### src/design/mab_pkg.sv
// Package for the multi-arena bump allocator: action codes, configuration
// register indexes and stream payload widths.
// No dependencies; imported by multi_arena_bump_allocator_core.
package mab_pkg;

  // Request kinds carried in s_tuser.
  typedef enum logic [1:0] {
    ACT_ALLOC         = 2'd0,
    ACT_ALLOC_ALIGNED = 2'd1,
    ACT_REWIND        = 2'd2,
    ACT_QUERY         = 2'd3
  } action_t;

  // Configuration register indexes.
  localparam logic [2:0] REG_ARENA_COUNT = 3'd0;
  localparam logic [2:0] REG_ENABLE_MASK = 3'd1;
  localparam logic [2:0] REG_ARENA0_BASE = 3'd2;

  localparam int CfgIndexBits = 3;
  localparam int CfgDataBits  = 32;

  // Alignment span is 32 bytes, so the pad is 5 bits wide.
  localparam int AlignBits = 5;

  // Field widths.
  localparam int ActionBits = 2;
  localparam int IndexBits  = 3;
  localparam int SizeBits   = 32;
  localparam int OffsetBits = 32;
  localparam int AddrOutBits = 32;

  // Stream payload widths, padded to whole bytes.
  localparam int InDataBits  = 72;
  localparam int OutDataBits = 40;

endpackage

### src/design/multi_arena_bump_allocator_core.sv
// Multi-arena bump allocator core: request stream in, one result per request out.
// Depends on mab_pkg (action codes, register indexes, payload widths).
//
// Usage notes
// - Requests arrive on the s_* stream: s_tuser carries the action, s_tdata the
//   arena index, request size and alignment offset. A transaction completes when
//   s_tvalid and s_tready are both high at a rising clock edge.
// - Each request produces exactly one result on the m_* stream: granted flag,
//   granted address and query answer.
// - m_tvalid rises after the input transaction: the request register loads at the
//   accepting edge, the allocation decision and arena update load the result
//   register when free or draining. One request per cycle is sustained while
//   m_tready is high; the used-byte counters update in the same edge that loads
//   the result, so back-to-back requests to one arena see each other's updates.
// - When the receiver stalls, the result register holds and the request register
//   can still fill once; after that s_tready drops until m_tready returns.
// - The configuration channel (cfg_*) is always ready and should be written only
//   while no request is in flight.
// - Synchronous reset clears the configuration registers, all used-byte counters
//   and empties both pipeline registers; requests are taken once rst is low.
module multi_arena_bump_allocator_core #(
  parameter int ARENAS    = 3,
  parameter int ADDR_BITS = 32
) (
  input  logic                              clk,
  input  logic                              rst,
  // Request stream
  input  logic                              s_tvalid,
  output logic                              s_tready,
  // s_tdata: arena_index[2:0], request_size[34:3], align_offset[66:35], zero fill
  input  logic [mab_pkg::InDataBits-1:0]    s_tdata,
  // s_tuser: action[1:0]
  input  logic [mab_pkg::ActionBits-1:0]    s_tuser,
  // Result stream
  output logic                              m_tvalid,
  input  logic                              m_tready,
  // m_tdata: granted[0], grant_address[32:1], arena_enabled[33], zero fill
  output logic [mab_pkg::OutDataBits-1:0]   m_tdata,
  // Configuration write channel
  input  logic                              cfg_valid,
  output logic                              cfg_ready,
  input  logic [mab_pkg::CfgIndexBits-1:0]  cfg_index,
  input  logic [mab_pkg::CfgDataBits-1:0]   cfg_data
);
  import mab_pkg::*;

  localparam int EndBits = 34;
  localparam logic [2:0] ArenasVal = 3'(ARENAS);

  // Configuration registers
  logic [1:0]  arena_count;
  logic [2:0]  arena_enable_mask;
  logic [31:0] arena_base  [ARENAS];
  logic [31:0] arena_limit [ARENAS];

  // Arena state
  logic [31:0] used [ARENAS];

  // Request register
  logic                  in_valid;
  action_t               in_action;
  logic [IndexBits-1:0]  in_index;
  logic [SizeBits-1:0]   in_size;
  logic [AlignBits-1:0]  in_align;

  // Result register
  logic                   out_valid;
  logic                   out_granted;
  logic [AddrOutBits-1:0] out_address;
  logic                   out_enabled;

  // Decision logic
  logic                 adv;
  logic                 idx_ok;
  logic                 sel_en;
  logic [31:0]          sel_base;
  logic [31:0]          sel_limit;
  logic [31:0]          sel_used;
  logic [ADDR_BITS-1:0] cur;
  logic [AlignBits-1:0] pad;
  logic [ADDR_BITS:0]   start;
  logic [EndBits-1:0]   end_ptr;
  logic                 fits;
  logic                 is_alloc;
  logic                 do_alloc;
  logic [31:0]          used_next;
  logic                 granted_next;
  logic [AddrOutBits-1:0] address_next;
  logic                 enabled_next;

  assign cfg_ready = 1'b1;

  // The request register advances when the result register is free or draining.
  assign adv      = in_valid && (!out_valid || m_tready);
  assign s_tready = !in_valid || adv;

  // Configuration writes
  always_ff @(posedge clk) begin
    if (rst) begin
      arena_count       <= '0;
      arena_enable_mask <= '0;
      for (int i = 0; i < ARENAS; i++) begin
        arena_base[i]  <= '0;
        arena_limit[i] <= '0;
      end
    end else if (cfg_valid && cfg_ready) begin
      if (cfg_index == REG_ARENA_COUNT) begin
        arena_count <= cfg_data[1:0];
      end
      if (cfg_index == REG_ENABLE_MASK) begin
        arena_enable_mask <= cfg_data[2:0];
      end
      for (int i = 0; i < ARENAS; i++) begin
        if (cfg_index == REG_ARENA0_BASE + 3'(2 * i)) begin
          arena_base[i] <= cfg_data;
        end
        if (cfg_index == REG_ARENA0_BASE + 3'(2 * i + 1)) begin
          arena_limit[i] <= cfg_data;
        end
      end
    end
  end

  // Request register load
  always_ff @(posedge clk) begin
    if (rst) begin
      in_valid <= 1'b0;
    end else if (s_tready) begin
      in_valid <= s_tvalid;
    end
  end

  always_ff @(posedge clk) begin
    if (s_tvalid && s_tready) begin
      in_action <= action_t'(s_tuser);
      in_index  <= s_tdata[2:0];
      in_size   <= s_tdata[34:3];
      in_align  <= s_tdata[35 +: AlignBits];
    end
  end

  // Arena selection: the index must be non-negative, counted and implemented.
  always_comb begin
    idx_ok    = !in_index[2] && (in_index[1:0] < arena_count)
                && ({1'b0, in_index[1:0]} < ArenasVal);
    sel_en    = 1'b0;
    sel_base  = '0;
    sel_limit = '0;
    sel_used  = '0;
    for (int i = 0; i < ARENAS; i++) begin
      if (2'(i) == in_index[1:0]) begin
        sel_en    = arena_enable_mask[i];
        sel_base  = arena_base[i];
        sel_limit = arena_limit[i];
        sel_used  = used[i];
      end
    end
  end

  // Pointer arithmetic. The end pointer is kept wide enough that any carry out
  // of the address space shows up as exceeding the limit.
  always_comb begin
    is_alloc = (in_action == ACT_ALLOC) || (in_action == ACT_ALLOC_ALIGNED);
    do_alloc = is_alloc && idx_ok && sel_en;
    cur      = sel_base[ADDR_BITS-1:0] + sel_used[ADDR_BITS-1:0];
    if (in_action == ACT_ALLOC_ALIGNED) begin
      pad = in_align - cur[AlignBits-1:0];
    end else begin
      pad = '0;
    end
    start   = {1'b0, cur} + (ADDR_BITS + 1)'(pad);
    end_ptr = EndBits'(start) + EndBits'(in_size);
    fits    = end_ptr <= EndBits'(sel_limit[ADDR_BITS-1:0]);
    // On a failed aligned request the pad is still consumed.
    used_next = sel_used + 32'(pad) + (fits ? in_size : 32'd0);
  end

  // Result fields
  always_comb begin
    granted_next = 1'b0;
    address_next = '0;
    enabled_next = 1'b0;
    unique case (in_action)
      ACT_ALLOC, ACT_ALLOC_ALIGNED: begin
        if (do_alloc && fits) begin
          granted_next = 1'b1;
          address_next = AddrOutBits'(start[ADDR_BITS-1:0]);
        end
      end
      ACT_REWIND: begin
        granted_next = 1'b1;
      end
      ACT_QUERY: begin
        enabled_next = idx_ok && sel_en;
      end
      default: begin
        granted_next = 1'b0;
      end
    endcase
  end

  // Arena counter update, in the same edge that loads the result.
  always_ff @(posedge clk) begin
    if (rst) begin
      for (int i = 0; i < ARENAS; i++) begin
        used[i] <= '0;
      end
    end else if (adv) begin
      for (int i = 0; i < ARENAS; i++) begin
        if (in_action == ACT_REWIND && 2'(i) < arena_count) begin
          used[i] <= '0;
        end else if (do_alloc && 2'(i) == in_index[1:0]) begin
          used[i] <= used_next;
        end
      end
    end
  end

  // Result register
  always_ff @(posedge clk) begin
    if (rst) begin
      out_valid <= 1'b0;
    end else if (adv) begin
      out_valid <= 1'b1;
    end else if (m_tready) begin
      out_valid <= 1'b0;
    end
  end

  always_ff @(posedge clk) begin
    if (adv) begin
      out_granted <= granted_next;
      out_address <= address_next;
      out_enabled <= enabled_next;
    end
  end

  assign m_tvalid = out_valid;
  assign m_tdata  = {6'b0, out_enabled, out_address, out_granted};

  // An allocation with an out-of-range arena index leaves arena zero's counter untouched.
  a_reject_keeps_used: assert property (@(posedge clk) disable iff (rst)
    adv && is_alloc && !idx_ok |=> $stable(used[0]))
    else $error("rejected allocation changed arena state");

  // A rewind with at least one counted arena empties arena zero.
  a_rewind_clears: assert property (@(posedge clk) disable iff (rst)
    adv && in_action == ACT_REWIND && arena_count != 2'd0 |=> used[0] == 32'd0)
    else $error("rewind did not clear arena zero");

  // A refused request never reports an address.
  a_no_address_on_refusal: assert property (@(posedge clk) disable iff (rst)
    out_valid && !out_granted |-> out_address == '0)
    else $error("address reported without a grant");

endmodule
### config.mk
export PLATFORM = sky130hd
export DESIGN_NAME = multi_arena_bump_allocator_core
export DESIGN_NICKNAME = d
export VERILOG_FILES = /design/src/design/mab_pkg.sv /design/src/design/multi_arena_bump_allocator_core.sv
export SDC_FILE = /design/constraint.sdc
export NUM_CORES = 1
export LEC_CHECK = 0
export BUFFER_PORTS_ARGS = -buffer_cell sky130_fd_sc_hd__buf_2
export CAP_MARGIN = 20
export CORE_UTILIZATION = 64
export DETAILED_ROUTE_END_ITERATION = 10
export GPL_TIMING_DRIVEN = 1
export PLACE_DENSITY = 0.95
export SYNTH_ARGS = -nofsm -noshare
export SYNTH_HDL_FRONTEND = slang
export SYNTH_SLANG_ARGS = --single-unit
export TNS_END_PERCENT = 20
### constraint.sdc
create_clock -name clk -period 36.6 [get_ports clk]
set_input_delay 1.83 -clock clk [delete_from_list [all_inputs] [get_ports clk]]
set_output_delay 1.83 -clock clk [all_outputs]
set_load 0.1 [all_outputs]
==> metrics.txt, run 1 <==
crit-path most repeated cell a21oi_1; Vias/cell approximately 6.4; Global Route Usage Sum a little under a third; CTS H-tree depth 2; Critical Path RT 36870 ps; IO Pins about 160; critical path endpoint category register; Die Y 188 microns; row count 67; post-CTS setup buffer count 0; P per Cell Area 56.9 nW/um^2; Fillers between 2000 and 2500; setup ws final 21050 ps; CTS Hold Bufs 0; WL per Instance approximately 22 microns; vias in the first global route around 16000; mux contribution to synthesized area 4.86%; cell taking the most area after synthesis edfxtp_1; root buffer cell clkbuf_16; Async S/R FF share, synth 0%; Warnings, synthesis 0; number of enable flip-flop cells after synthesis 364; drt drc 0; Crit path largest cell delay 870 ps; slew margin rel. a little under a third; Clock Tree Buf Depth 3; main combinational cell family by area after synthesis simple AND/OR/NAND/NOR gates; Leakage roughly 9.8 nW; FMAX 64.3 MHz; adder-cell share of the synthesized area 9.85%; Max Cap Viol 0; ys flop type edfxtp_1; CP Max Fanout about 100; antenna-violating nets left 0; core area about 34000 sq um; setup TNS 0 ps; Detailed Route Iter0 Violations 2007; routability cong. between 0.9 and 1; Final #Nets 2377; CTS tree done; initial core utilization 65.5%; placed cell count 2504; post-synthesis simple-gate area fraction ~15%; XOR/XNOR Fraction of Synth Area 4.60%; clk sink count 371; Reg area 11100 sq um; fin. max-slew vios 0; Final Hold Viols 0; crit path time final 15550 ps; clock-pin slew on the worst setup and hold paths 70 ps; initial antenna violation count 1; run status completed; post-synth top area share between 40 and 50%; DR pass1 iterations 5; Syn-to-layout area delta 9.12%; Multi-input gate area 10500 sq um; clk_lat worst skew between 500 and 600 ps; skew final 26.0 ps; Setup Crit Path Kind register to register; total CTS buffers 36; Gates resized, CTS repair 0; GR Overflow Total 0; Place WS 21460 ps; largest net degree at the start of global routing 103; Hold Path Class register to register; first-pass GRT wire length 86000 microns; die width approximately 190 microns; synth top area cells edfxtp_1, ha_1, mux2i_1; CP Data Arrival Time 15820 ps; n_diodes 0; synthesized cell area 22100 sq um; Non-Filler Instances about 2600; Detailed Route WL roughly 56000 microns; crit share post-route 42.5%; post-synthesis compound-gate area fraction a little over an eighth; Post-DP HPWL roughly 40000 microns; Tot Pwr approximately 1.4 mW; Setup-failing EPs final 0; post-synthesis cell count 2013; # port buffers roughly 120; measured slew at the worst slew-check pin 1050 ps; startpoint types register; Syn Area/Cell around 11 sq um; synthesized flop and latch total 371; register area share after synthesis 50.2%; RSZ-0062 raised after global routing no; die area 35200 sq um; Synth cell types 85; layout cell share with drive strength beyond 1 10.4%; Vias 16400; Slowest cell on crit path nor2b_4; Peak supply drop 0.0451 mV
[worst max-delay path: cells and delay by family (launching register included)]
kind                     cells  cell delay, ps
AO/OA/AOI/OAI               25            5950
adder cells (fa/ha/maj)      9            3300
AND/OR/NAND/NOR             11            3160
buffers and inverters        6            1610
XOR/XNOR                     4             740
flip-flops                   1             410
[final cells by class]
cell class,count,share of cell area (%)
inverter,43,0.670
timing repair buffer,133,2.98
clock inverter,16,0.473
multi-input combinational,1509,43.5
sequential,371,46.0
tap,448,2.33
clock buffer,49,4.12
[per-layer routing]
layer  track usage (%)  vias up  share of wire, %
met3              4.74      114               9.1
li1                  -     7572                 -
met2              52.8      850                48
met5                 0        -             0.023
met1              43.1     7875                40
met4              9.19        2               2.8
[where the power goes]
| group | switching (mW) | internal [mW] | leakage, nW |
|---|---|---|---|
| Clock | 0.156 | 0.198 | 0.537 |
| Sequential | 0.00969 | 0.493 | 3.63 |
| Combinational | 0.323 | 0.190 | 5.62 |
| Total | 0.489 | 0.881 | 9.79 |
[stage by stage]
stage          utilization [%]  area (sq um)  hold WS, ps
3_5_place_dp              68.2         23000          485
3_3_place_gp              68.2         23000          472
5_1_grt                   71.5         24100          531
6_report                  71.5         24100          507
4_1_cts                   71.5         24100          502
2_1_floorplan                -         22100          455
[cells in the final DEF (no fill, tap or decap), drive strengths merged, types with 8 or more instances in the layout]
cell,Yosys,layout
a21oi,133,133
clkbuf,55,49
mux2i,106,106
nand3,27,27
and2,78,78
and3,51,51
nor2b,42,42
ha,161,161
fa,8,8
nand2,158,158
nor2,201,201
a31oi,10,10
a211oi,12,12
edfxtp,364,364
inv,43,43
o21ai,125,125
nand4,30,30
clkinv,0,14
xnor2,80,80
xor2,36,36
a21o,55,55
o21a,16,16
nand2b,14,14
buf,40,133
o211ai,15,15
o21bai,13,13
nor4,8,8
nor3,22,22
[cells by family after synthesis]
kind of cell | after synthesis
and+or+nand+nor | 662
other | 2
buffers and inverters | 138
xor gates and xnor gates | 116
AOI/OAI and AO/OA | 448
muxes | 107
adders and majority gates | 169
DFF | 371
[sequential cells by signal (all words and copies together), names as in the netlist]
signal,flops
arena_limit,96
m_tvalid,1
in_align,5
arena_count,2
in_action,2
out_granted,1
in_index,3
arena_enable_mask,3
used,96
in_valid,1
arena_base,96
out_enabled,1
out_address,32
in_size,32
[cell usage after synthesis, types with 7 or more instances]
cell type,n
xnor2_1,80
a21o_1,55
clkbuf_1,54
nand3_1,27
o21ai_0,122
buf_2,19
dfxtp_1,7
nor3_1,22
a211oi_1,9
xor2_1,36
ha_1,161
a31oi_1,9
edfxtp_1,364
nand2_1,158
buf_4,9
and3_1,51
nor2b_1,42
and2_1,77
o21a_1,16
fa_1,8
buf_1,11
nand2b_1,14
o21bai_1,13
or3_1,7
mux2i_1,106
nand4_1,30
o211ai_1,14
nor2_1,201
a21oi_1,132
inv_1,43
[path summary, 6_finish.rpt]
| kind | cells past startpoint | start | to | slack, ps |
|---|---|---|---|---|
| max | 55 | in_index[0] | used[0][31] | 21050 |
| min | 2 | arena_enable_mask[0] | arena_enable_mask[0] | 510 |
| max reg2reg | 55 | in_index[0] | used[0][31] | 21050 |
| min reg2reg | 2 | arena_enable_mask[0] | arena_enable_mask[0] | 510 |
No activity file was read; power rests on OpenSTA's default activity.
==> run 2: changes to the inputs <==
ABC_AREA = 1   (was unset)
CORE_UTILIZATION = 56   (was 64)
PLACE_DENSITY = 0.9   (was 0.95)
clock period = 13 ns   (was 36.6 ns; I/O delays follow)
==> metrics.txt, run 2 <==
DR pass1 iterations 6 (was 5); Vias/cell 5.93 (was 6.39); antenna-violating nets left 0 (unchanged); measured slew at the worst slew-check pin 1080 ps (was 1050 ps); top cells by count, synth nand2_1, edfxtp_1, nor2_1, inv_1, a21oi_1 (was edfxtp_1, nor2_1, ha_1, nand2_1, a21oi_1); first-pass GRT wire length 102000 microns (was 86000 microns); routability cong. 1.04 (was 0.965); synthesized cell area 22200 sq um (was 22100 sq um); Async S/R FF share, synth 0% (unchanged); Detailed Route WL 67600 microns (was 56400 microns); Vias 18500 (was 16400); largest registers arena_base x96, arena_limit x96, used x96 (unchanged); clk sink count 371 (unchanged); RSZ-0062 raised after global routing no (unchanged); Global Route Usage Sum 33.3% (was 31.6%); GR Overflow Total 0 (unchanged); number of enable flip-flop cells after synthesis 364 (unchanged); initial core utilization 57.1% (was 65.5%); Crit path largest cell delay 620 ps (was 870 ps); critical path endpoint category register (unchanged); P per Cell Area 174 nW/um^2 (was 56.9 nW/um^2); Final #Nets 2861 (was 2377); Warnings, synthesis 0 (unchanged); hold_ws 219 ps (was 507 ps); WL per Instance 21.6 microns (was 21.9 microns); drt drc 0 (unchanged); clk_lat worst skew 610 ps (was 550 ps); Clock Tree Buf Depth 3 (unchanged); synthesized flop and latch total 371 (unchanged); Max Cap Viol 0 (unchanged); die area 40500 sq um (was 35200 sq um); CTS H-tree depth 2 (unchanged); Place WS 1090 ps (was 21460 ps); Setup-failing EPs final 0 (unchanged); Syn-to-layout area delta 11.5% (was 9.12%); IO Pins 157 (unchanged); crit path time final 11900 ps (was 15550 ps); ys flop type edfxtp_1 (unchanged); CTS tree done (unchanged); fin. max-slew vios 0 (unchanged); Synth cell types 55 (was 85); setup ws final 1100 ps (was 21050 ps); total CTS buffers 40 (was 36); setup TNS 0 ps (unchanged); vias in the first global route 17900 (was 15600); layout cell share with drive strength beyond 1 10.9% (was 10.4%); Hold Path Class input pin to register (was register to register); Post-DP HPWL 49200 microns (was 40000 microns); Die Y 201 microns (was 188 microns); run status completed (unchanged); crit-path most repeated cell nand2_1 (was a21oi_1); die width 201 microns (was 188 microns); slew margin rel. 27.9% (was 30.1%); largest net degree at the start of global routing 62 (was 103); most frequent cell after synthesis nand2_1 (was edfxtp_1); crit share post-route 91.6% (was 42.5%); register area share after synthesis 49.8% (was 50.2%); Setup Crit Path Kind register to register (unchanged); most common cell after layout, fill and taps aside nand2_1 (was edfxtp_1); post-synth top area share 49.2% (was 49.5%); core area 38900 sq um (was 33700 sq um); CP Data Arrival Time 12220 ps (was 15820 ps); root buffer cell clkbuf_16 (unchanged); placed cell count 3049 (was 2504); post-synthesis cell count 2447 (was 2013); clock-pin slew on the worst setup and hold paths 60 ps (was 70 ps); Tot Pwr 4.32 mW (was 1.37 mW); Detailed Route Iter0 Violations 2291 (was 2007); Non-Filler Instances 3123 (was 2569); Final Hold Viols 0 (unchanged); Critical Path RT 13320 ps (was 36870 ps); row count 72 (was 67); Slowest cell on crit path edfxtp_1 (was nor2b_4); Syn Area/Cell 9.08 sq um (was 11.0 sq um); startpoint types register (unchanged); initial antenna violation count 2 (was 1); FMAX 84.0 MHz (was 64.3 MHz); synth top area cells edfxtp_1, ha_1, nand2_1 (was edfxtp_1, ha_1, mux2i_1); skew final 59.8 ps (was 26.0 ps); most frequent cells in the layout nand2_1, edfxtp_1, nor2_1 (was edfxtp_1, nor2_1, ha_1); Peak supply drop 0.171 mV (was 0.0451 mV); Leakage 10.9 nW (was 9.79 nW); CP Max Fanout 29 (was 102); # port buffers 117 (unchanged); cell taking the most area after synthesis edfxtp_1 (unchanged)
run 2: changes by cell type after synthesis, sizes merged, moves of 40 or more:
cell and delta:
nand2 +308, inv +267, nor2 +192, mux2i -106, nand3 +89, and2 -75
a21oi +68, o21ai -56, and3 -51, a21o -50, xnor2 -50, nor2b -40
run 2: path summary, 6_finish.rpt:
path	from	end	slack (ps)	cells past startpoint
worst max-delay path	in_index[0]	used[2][29]	1100	61
worst min-delay path	s_tdata[30]	in_size[27]	220	1
worst max register to register	in_index[0]	used[2][29]	1100	61
worst min register to register	m_tvalid	m_tvalid	550	2
run 2: power breakdown:
part,switching [mW],internal [mW]
clock,0.497,0.663
combinational,1.21,0.538
sequential,0.0307,1.39
total,1.74,2.59
run 2: cell type report:
| type | count | area [sq um] |
|---|---|---|
| clock buffers | 51 | 1050 |
| clock inverters | 17 | 265 |
| multi-input cells | 1706 | 9750 |
| diodes | 1 | 2.50 |
| repair buffers | 148 | 831 |
| fillers | 3068 | 14100 |
| flip-flops and latches | 371 | 11100 |
| inverters | 311 | 1170 |
| well taps | 518 | 648 |
run 2: cell families after synthesis:
kind of cell	after synthesis	synth area share, %
buffers and inverters	375	6.68
flip-flops	371	49.8
XOR/XNOR	93	3.66
AND/OR/NAND/NOR	1056	20.1
adder cells (fa/ha/maj)	169	9.78
other	2	0.0338
AO/OA/AOI/OAI	381	9.94
run 2: metrics by stage:
| step | utilization, % | area [sq um] |
|---|---|---|
| 3_3_place_gp | 60.2 | 23400 |
| 6_report | 63.7 | 24800 |
| 2_1_floorplan | - | 22200 |
| 4_1_cts | 63.6 | 24700 |
| 5_1_grt | 63.7 | 24800 |
| 3_5_place_dp | 60.2 | 23400 |
run 2: repair_timing:
action,CTS,global route
resized for setup,0,2
setup endpoints to repair,0,31
hold endpoints to repair,0,0
setup buffers,0,4
hold buffers,0,0
run 2: critical path, delay by kind of cell, from the launching register on:
| family | cells | cell delay, ps |
|---|---|---|
| compound gates | 9 | 1800 |
| flops | 1 | 620 |
| xor+xnor | 3 | 640 |
| fa+ha+maj | 9 | 3650 |
| buf+inv | 6 | 1050 |
| simple gates | 34 | 3880 |
run 2: routing by layer:
metal / GRT usage [%] / up-vias / routed length, microns / part of all wire, %
met5: 0 / - / 11 / 0.016
met4: 16.7 / 2 / 3500 / 5.2
met3: 7.77 / 168 / 7400 / 11
met2: 54.2 / 1102 / 31300 / 46
met1: 41.8 / 8674 / 25300 / 37
li1: - / 8561 / - / -
